<file path="config.mk">
export PLATFORM = sky130hd
export DESIGN_NAME = bit_field_packer_unpacker_top
export DESIGN_NICKNAME = d
export VERILOG_FILES = /design/src/hdl/bfp_pkg.sv /design/src/hdl/bfp_shift_unit.sv /design/src/hdl/bit_field_packer_unpacker_top.sv
export SDC_FILE = /design/constraint.sdc
export NUM_CORES = 1
export LEC_CHECK = 0
export ABC_CLOCK_PERIOD_IN_PS = 5700
export BUFFER_PORTS_ARGS = -buffer_cell sky130_fd_sc_hd__buf_2
export CORE_MARGIN = 5
export CORE_UTILIZATION = 51
export CTS_CLUSTER_DIAMETER = 100
export CTS_CLUSTER_SIZE = 24
export DETAILED_ROUTE_END_ITERATION = 10
export PLACE_DENSITY = 0.7
export SKIP_CTS_REPAIR_TIMING = 1
export SLEW_MARGIN = 20
export SYNTH_ARGS = -nofsm -noshare
export SYNTH_HDL_FRONTEND = slang
export SYNTH_SLANG_ARGS = --single-unit
</file>
<file path="constraint.sdc">
create_clock -name aclk -period 5.7 [get_ports aclk]
set_input_delay 1.14 -clock aclk [delete_from_list [all_inputs] [get_ports aclk]]
set_output_delay 1.14 -clock aclk [all_outputs]
set_load 0.02 [all_outputs]
</file>
<file path="src/hdl/bfp_pkg.sv">
// ----------------------------------------------------------------------------
// bfp_pkg: shared types and constants for the bit-field packer/unpacker
// Register indexes, state widths and the value mask helper used by the
// datapath and the shared shift unit.
// ----------------------------------------------------------------------------
`timescale 1ns / 1ps

package bfp_pkg;

    // Widths of the message state
    localparam int BUF_W     = 15;
    localparam int HELD_W    = 4;
    localparam int CNT_W     = 32;
    localparam int DATA_W    = 8;
    localparam int SHAMT_W   = 4;
    localparam int EMIT_W    = 3;
    localparam int CFG_IDX_W = 2;
    localparam int CFG_W     = 32;

    // Configuration register indexes
    localparam logic [CFG_IDX_W-1:0] REG_MODE  = 2'd0;
    localparam logic [CFG_IDX_W-1:0] REG_WIDTH = 2'd1;
    localparam logic [CFG_IDX_W-1:0] REG_COUNT = 2'd2;

    // Mode codes
    localparam logic MODE_PACK   = 1'b0;
    localparam logic MODE_UNPACK = 1'b1;

    // Reset values and fixed amounts
    localparam logic [HELD_W-1:0] BYTE_BITS   = 4'd8;
    localparam logic [HELD_W-1:0] RESET_WIDTH = 4'd8;
    localparam logic [CNT_W-1:0]  RESET_COUNT = 32'd1;
    localparam logic [EMIT_W-1:0] EMIT_MAX    = 3'd7;

    // Result of the shared shift unit
    typedef struct packed {
        logic [DATA_W-1:0] low;   // low k bits of the buffer
        logic [BUF_W-1:0]  rest;  // buffer shifted right by k
    } bfp_shift_res_t;

    // Mask of the low k bits, k in 0..8
    function automatic logic [DATA_W-1:0] value_mask(input logic [SHAMT_W-1:0] k);
        logic [DATA_W:0] m;
        m = (9'd1 << k) - 9'd1;
        return m[DATA_W-1:0];
    endfunction

endpackage

</file>
<file path="src/hdl/bfp_shift_unit.sv">
// ----------------------------------------------------------------------------
// bfp_shift_unit: shared extract-and-shift unit
// Takes the low k bits of the bit buffer as one result and shifts the
// buffer right by k. Used once per emitted result by the sequencer.
// ----------------------------------------------------------------------------
`timescale 1ns / 1ps

module bfp_shift_unit import bfp_pkg::*; (
    input  logic [BUF_W-1:0]   buf_in,
    input  logic [SHAMT_W-1:0] shamt,
    output bfp_shift_res_t     res
);

    // Extract low field and drop it from the buffer
    always_comb begin
        res.low  = buf_in[DATA_W-1:0] & value_mask(shamt);
        res.rest = buf_in >> shamt;
    end

endmodule

</file>
<file path="src/hdl/bit_field_packer_unpacker_top.sv">
// ----------------------------------------------------------------------------
// bit_field_packer_unpacker_top: LSB-first bit packer / unpacker
// Pack mode (mode 0): each request on s_ carries one value of value_width
// bits; completed bytes leave on m_, and after value_count values the last
// partial byte is flushed with zero padding. Unpack mode (mode 1): each
// request is one packed byte; up to eight values leave on m_, padding after
// value_count values is dropped. m_run_last marks the last result of a
// request, m_message_end the final result of a message.
// Configuration is written through cfg_wr_en/cfg_index/cfg_data; the user
// must do so only while idle: the block itself does not enforce this.
// Sequencing: a request is taken in the idle state; in the step state the
// sequencer loads each result of the shared shift unit into the output
// register. With no result (pack, byte not yet full) it returns to idle.
// The output register lets the next request be accepted while the last
// result still waits. If the receiver stalls, the sequencer holds until the
// output register frees. Reset (aresetn low, synchronous) clears the held
// bits and the value counter and sets mode 0, width 8, count 1.
// ----------------------------------------------------------------------------
`timescale 1ns / 1ps

module bit_field_packer_unpacker_top import bfp_pkg::*; (
    input  logic                 aclk,
    input  logic                 aresetn,
    // Configuration
    input  logic                 cfg_wr_en,
    input  logic [CFG_IDX_W-1:0] cfg_index,
    input  logic [CFG_W-1:0]     cfg_data,
    // Input channel
    input  logic                 s_valid,
    output logic                 s_ready,
    input  logic [DATA_W-1:0]    s_in_data,
    // Result channel
    output logic                 m_valid,
    input  logic                 m_ready,
    output logic [DATA_W-1:0]    m_out_data,
    output logic                 m_run_last,
    output logic                 m_message_end
);

    typedef enum logic [1:0] {
        ST_IDLE = 2'b01,
        ST_STEP = 2'b10
    } state_t;

    state_t               state_reg, state_next;
    logic                 mode_reg;
    logic [HELD_W-1:0]    width_reg;
    logic [CNT_W-1:0]     count_reg;
    logic [BUF_W-1:0]     buf_reg, buf_next;
    logic [HELD_W-1:0]    bits_held_reg, bits_held_next;
    logic [CNT_W-1:0]     values_done_reg, values_done_next;
    logic                 fin_reg, fin_next;
    logic [EMIT_W-1:0]    emit_cnt_reg, emit_cnt_next;
    logic                 m_valid_reg;
    logic [DATA_W-1:0]    m_data_reg;
    logic                 m_last_reg;
    logic                 m_end_reg;

    logic [HELD_W-1:0]    w_eff;
    logic [CNT_W-1:0]     cnt_eff;
    logic [CNT_W-1:0]     vd_inc;
    logic                 count_hit;
    logic                 accept;
    logic [DATA_W-1:0]    din_masked;
    logic [BUF_W-1:0]     merged_buf;
    logic [HELD_W-1:0]    merged_held;
    logic                 out_free;
    logic                 emit_full;
    logic                 emit_part;
    logic                 emit;
    logic                 e_end;
    logic                 e_last;
    logic                 out_load;
    logic [SHAMT_W-1:0]   shamt;
    logic [HELD_W-1:0]    held_left;
    bfp_shift_res_t       sh_res;

    // Effective settings
    always_comb begin
        if (width_reg == '0) begin
            w_eff = 4'd1;
        end else if (width_reg > BYTE_BITS) begin
            w_eff = BYTE_BITS;
        end else begin
            w_eff = width_reg;
        end
        cnt_eff = (count_reg == '0) ? 32'd1 : count_reg;
    end

    // Shared counter increment and end-of-message compare
    assign vd_inc    = values_done_reg + 32'd1;
    assign count_hit = (vd_inc >= cnt_eff);

    // Append the incoming field above the held bits
    assign accept      = s_valid && s_ready;
    assign din_masked  = (mode_reg == MODE_PACK) ? (s_in_data & value_mask(w_eff)) : s_in_data;
    assign merged_buf  = buf_reg | (BUF_W'(din_masked) << bits_held_reg);
    assign merged_held = bits_held_reg + ((mode_reg == MODE_PACK) ? w_eff : BYTE_BITS);

    // Emission decision for the current step
    always_comb begin
        emit_full = 1'b0;
        emit_part = 1'b0;
        if (mode_reg == MODE_PACK) begin
            emit_full = (bits_held_reg >= BYTE_BITS);
            emit_part = !emit_full && fin_reg && (bits_held_reg != '0);
            emit      = emit_full || emit_part;
            shamt     = emit_full ? BYTE_BITS : bits_held_reg;
            e_end     = emit_full ? (fin_reg && (bits_held_reg == BYTE_BITS)) : 1'b1;
            e_last    = emit_full ? (!fin_reg || (bits_held_reg == BYTE_BITS)) : 1'b1;
        end else begin
            emit      = (bits_held_reg >= w_eff);
            shamt     = w_eff;
            e_end     = count_hit;
            e_last    = count_hit || ((bits_held_reg - w_eff) < w_eff)
                        || (emit_cnt_reg == EMIT_MAX);
        end
    end

    assign held_left = bits_held_reg - shamt;

    bfp_shift_unit u_shift (
        .buf_in (buf_reg),
        .shamt  (shamt),
        .res    (sh_res)
    );

    assign out_free = !m_valid_reg || m_ready;
    assign out_load = (state_reg == ST_STEP) && emit && out_free;

    // Sequencer and message state
    always_comb begin
        state_next       = state_reg;
        buf_next         = buf_reg;
        bits_held_next   = bits_held_reg;
        values_done_next = values_done_reg;
        fin_next         = fin_reg;
        emit_cnt_next    = emit_cnt_reg;
        unique case (state_reg)
            ST_IDLE: begin
                if (accept) begin
                    buf_next       = merged_buf;
                    bits_held_next = merged_held;
                    emit_cnt_next  = '0;
                    fin_next       = 1'b0;
                    if (mode_reg == MODE_PACK) begin
                        fin_next         = count_hit;
                        values_done_next = count_hit ? '0 : vd_inc;
                    end
                    state_next = ST_STEP;
                end
            end
            ST_STEP: begin
                if (!emit) begin
                    state_next = ST_IDLE;
                end else if (out_free) begin
                    emit_cnt_next = emit_cnt_reg + 3'd1;
                    if (e_end) begin
                        buf_next         = '0;
                        bits_held_next   = '0;
                        values_done_next = '0;
                    end else begin
                        buf_next       = sh_res.rest;
                        bits_held_next = held_left;
                        if (mode_reg == MODE_UNPACK) begin
                            values_done_next = vd_inc;
                        end
                    end
                    if (e_last) begin
                        state_next = ST_IDLE;
                    end
                end
            end
            default: begin
                state_next = ST_IDLE;
            end
        endcase
    end

    // Control and state registers
    always_ff @(posedge aclk) begin
        if (!aresetn) begin
            state_reg       <= ST_IDLE;
            buf_reg         <= '0;
            bits_held_reg   <= '0;
            values_done_reg <= '0;
            fin_reg         <= 1'b0;
            emit_cnt_reg    <= '0;
        end else begin
            state_reg       <= state_next;
            buf_reg         <= buf_next;
            bits_held_reg   <= bits_held_next;
            values_done_reg <= values_done_next;
            fin_reg         <= fin_next;
            emit_cnt_reg    <= emit_cnt_next;
        end
    end

    // Configuration registers
    always_ff @(posedge aclk) begin
        if (!aresetn) begin
            mode_reg  <= MODE_PACK;
            width_reg <= RESET_WIDTH;
            count_reg <= RESET_COUNT;
        end else if (cfg_wr_en) begin
            unique case (cfg_index)
                REG_MODE:  mode_reg  <= cfg_data[0];
                REG_WIDTH: width_reg <= cfg_data[HELD_W-1:0];
                REG_COUNT: count_reg <= cfg_data;
                default: begin
                end
            endcase
        end
    end

    // Output register
    always_ff @(posedge aclk) begin
        if (!aresetn) begin
            m_valid_reg <= 1'b0;
        end else if (out_load) begin
            m_valid_reg <= 1'b1;
        end else if (m_ready) begin
            m_valid_reg <= 1'b0;
        end
    end

    always_ff @(posedge aclk) begin
        if (out_load) begin
            m_data_reg <= sh_res.low;
            m_last_reg <= e_last;
            m_end_reg  <= e_end;
        end
    end

    assign s_ready       = (state_reg == ST_IDLE);
    assign m_valid       = m_valid_reg;
    assign m_out_data    = m_data_reg;
    assign m_run_last    = m_last_reg;
    assign m_message_end = m_end_reg;

`ifndef SYNTHESIS
    // Fewer than a byte is ever left over between requests
    a_held_idle: assert property (@(posedge aclk) disable iff (!aresetn)
        (state_reg == ST_IDLE) |-> (bits_held_reg < BYTE_BITS))
        else $error("bits held above seven while idle");

    // The final result of a message also closes its request
    a_end_last: assert property (@(posedge aclk) disable iff (!aresetn)
        (m_valid && m_message_end) |-> m_run_last)
        else $error("message end without run last");

    // Ending a message restarts the value counter
    a_end_clears: assert property (@(posedge aclk) disable iff (!aresetn)
        (out_load && e_end) |=> (values_done_reg == '0) && (bits_held_reg == '0))
        else $error("message state not cleared at message end");

    // A packed value yields at most two bytes
    a_pack_two: assert property (@(posedge aclk) disable iff (!aresetn)
        ((state_reg == ST_STEP) && (mode_reg == MODE_PACK)) |-> (emit_cnt_reg < 3'd2))
        else $error("pack request produced more than two bytes");
`endif

endmodule
</file>
==> impl_metrics.env <==
export IMPL_yosys_top_cells_area="dfxtp_1, ha_1, nand2_1"
export IMPL_required_ps=5980
export IMPL_synth_edf_count=10
export IMPL_area_growth_pct=8.14
export IMPL_pre_cts_ws_ps=1460
export IMPL_synth_avg_cell_area_sq_um=8.26
export IMPL_viasPerCell=5.95
export IMPL_clk_latency_ps=350
export IMPL_ys_seq_area_frac=0.293
export IMPL_grt_max_degree=64
export IMPL_crit_path_max_incr_delay_ps=650
export IMPL_critPathBufInv=1
export IMPL_dr_first_iter_drc_count=592
export IMPL_yosys_warnings=0
export IMPL_drt_first_pass_iters=5
export IMPL_finalNetCount=1034
export IMPL_die_h_microns=131
export IMPL_cts_tree="done"
export IMPL_arrival_ps=4560
export IMPL_die_w_microns=131
export IMPL_grt_use_total=0.224
export IMPL_cp_top_family="simple AND/OR/NAND/NOR gates"
export IMPL_yosys_area_top_type_share=0.253
export IMPL_post_route_min_period_ps=4270
export IMPL_clock_sinks=105
export IMPL_crit_slowest_cell="nor2_2"
export IMPL_start_util=0.519
export IMPL_report_final_slew_viol_count=0
export IMPL_worstHoldPathType="reg -> reg"
export IMPL_relSlewSlack=0.329
export IMPL_holdWs_ps=484
export IMPL_crit_path_cell_trace="ha_1 -> nand3_1 -> nor4_4 -> nand2_2 -> nor3_2 -> and4_1 -> xor2_1 -> ha_1 -> a21oi_1 -> nand2_1 -> a21oi_1 -> o211ai_1 -> nor2_2 -> buf_4 -> a31oi_1 -> mux2i_1"
export IMPL_syn_cell_area_sq_mm=0.00751
export IMPL_synth_ff_type="dfxtp_1"
export IMPL_finalSetupViolations=0
export IMPL_crit_fanout=15
export IMPL_vdd_drop_max_uv=164
export IMPL_crit_path_start_kind="flop"
export IMPL_synth_largest_area_cell="dfxtp_1"
export IMPL_gp_congestion=0.902
export IMPL_p_leak_nw=3.25
export IMPL_cap_violations=0
export IMPL_worstMarginPinSlew_ps=1010
export IMPL_ys_top_cells_by_count="nand2_1, dfxtp_1, nor2_1"
export IMPL_hold_violations=0
export IMPL_io_buffers=58
export IMPL_ios=59
export IMPL_detail_route_wl_per_cell_microns=17.4
export IMPL_cts_root_buffer="clkbuf_16"
export IMPL_rows=44
export IMPL_h_tree_depth=3
export IMPL_rsz0062_at_grt="false"
export IMPL_max_freq_mhz=234
export IMPL_vias=6676
export IMPL_cts_clk_slew_worst_paths_ps=70
export IMPL_ys_async_sr_fraction=0
export IMPL_total_power_mw=1.85
export IMPL_status="complete, no violations"
export IMPL_n_antenna_cell=0
export IMPL_ant_nets=0
export IMPL_cts_inserted_buffers=9
export IMPL_syn_inst=909
export IMPL_cts_buffer_depth=2
export IMPL_drc=0
export IMPL_synthDistinctLibCells=90
export IMPL_fp_coreArea_sq_mm=0.0145
export IMPL_routed_wl_microns=19600
export IMPL_grt_pass1_wl_microns=32500
export IMPL_skew_ps=5.77
export IMPL_dieArea_sq_mm=0.0173
export IMPL_drive_above_1_share=0.123
export IMPL_overflow=0
export IMPL_post_route_period_util=0.750
export IMPL_grt_antenna_before_repair=0
export IMPL_path_class="reg -> reg"
export IMPL_yosys_cell_count_top_type="nand2_1"
export IMPL_cp_end_kind="flop"
export IMPL_timing_final_ws_setup_ps=1430
export IMPL_grt_pass1_vias=6310
export IMPL_synth_seq_cells=105
export IMPL_fin_util=0.561
export IMPL_dpl_hpwl_microns=14600
export IMPL_power_density_mw_per_mm2=227
export IMPL_synth_nets=1010
export IMPL_setup_tns_ps=0
## power breakdown
group | switching (mW) | internal (mW) | leakage [nW] | total, mW
clock | 0.284 | 0.352 | 0.142 | 0.635
combinational | 0.246 | 0.156 | 2.24 | 0.402
sequential | 0.0407 | 0.769 | 0.864 | 0.810
total | 0.570 | 1.28 | 3.25 | 1.85
## metrics by stage
step | cell area (sq um) | cells
after floorplan | 7510 | 909
after global placement | 7830 | 1106
after detailed placement | 7830 | 1106
after CTS | 8120 | 1122
after global routing | 8120 | 1122
final | 8120 | 1122
## placed cells by master, fill, tap and decap left out, types with 6 or more instances in the layout
master	count
a211oi_1	6
a21boi_0	35
a21o_1	8
a21oi_1	30
a31oi_1	13
a32o_1	17
and2_1	20
and3_1	10
buf_2	58
buf_4	8
clkbuf_16	9
dfxtp_1	95
edfxtp_1	10
ha_1	51
inv_1	50
mux2i_1	26
nand2_1	126
nand2b_1	9
nand3_1	33
nand4_1	17
nor2_1	53
nor2b_1	14
nor3_1	14
nor4_1	12
o21ai_0	24
o21ai_1	7
o221ai_1	8
o22ai_1	8
o31ai_1	6
xnor2_1	30
xor2_1	20
## layout make-up
cell class / count / area (sq um)
well taps: 184 / 230
clock buffers: 11 / 243
clock inverters: 5 / 55.1
flip-flops and latches: 105 / 2200
multi-input cells: 696 / 4840
fillers: 1379 / 6350
inverters: 55 / 206
repair buffers: 66 / 350
## per-layer routing
layer,track usage,share of wire,routed length (microns)
met3,0.0382,0.044,863
met2,0.382,0.49,9530
met1,0.296,0.45,8860
met4,0.0520,0.016,308
met5,0,0,0
## worst reg2reg max path, delay by kind of cell, from the launching register on
kind	cells	cell delay (ps)
XOR/XNOR	1	210
flip-flops	1	430
AND/OR/NAND/NOR	7	1870
adder cells (fa/ha/maj)	2	530
buffers and inverters	1	340
AO/OA/AOI/OAI	4	670
multiplexers	1	160
## logic make-up (layout without fill, tap and decap cells)
logic type / after synthesis / count (layout) / share of synthesized area
simple gates: 336 / 336 / 0.225
compound gates: 223 / 223 / 0.222
buf+inv: 108 / 137 / 0.0633
flops: 105 / 105 / 0.293
fa+ha+maj: 54 / 54 / 0.0929
xor+xnor: 51 / 51 / 0.0605
mux: 31 / 31 / 0.0421
other cells: 1 / 1 / 0.000499
## path summary, 6_finish.rpt
kind | start | end | slack [ps] | cells after the start
setup / recovery | values_done_reg[0] | values_done_reg[17] | 1430 | 16
hold reg to reg | count_reg[9] | count_reg[9] | 480 | 2
setup reg to reg | values_done_reg[0] | values_done_reg[17] | 1430 | 16
hold / removal | count_reg[9] | count_reg[9] | 480 | 2
No activity file was read; power rests on OpenSTA's default activity.
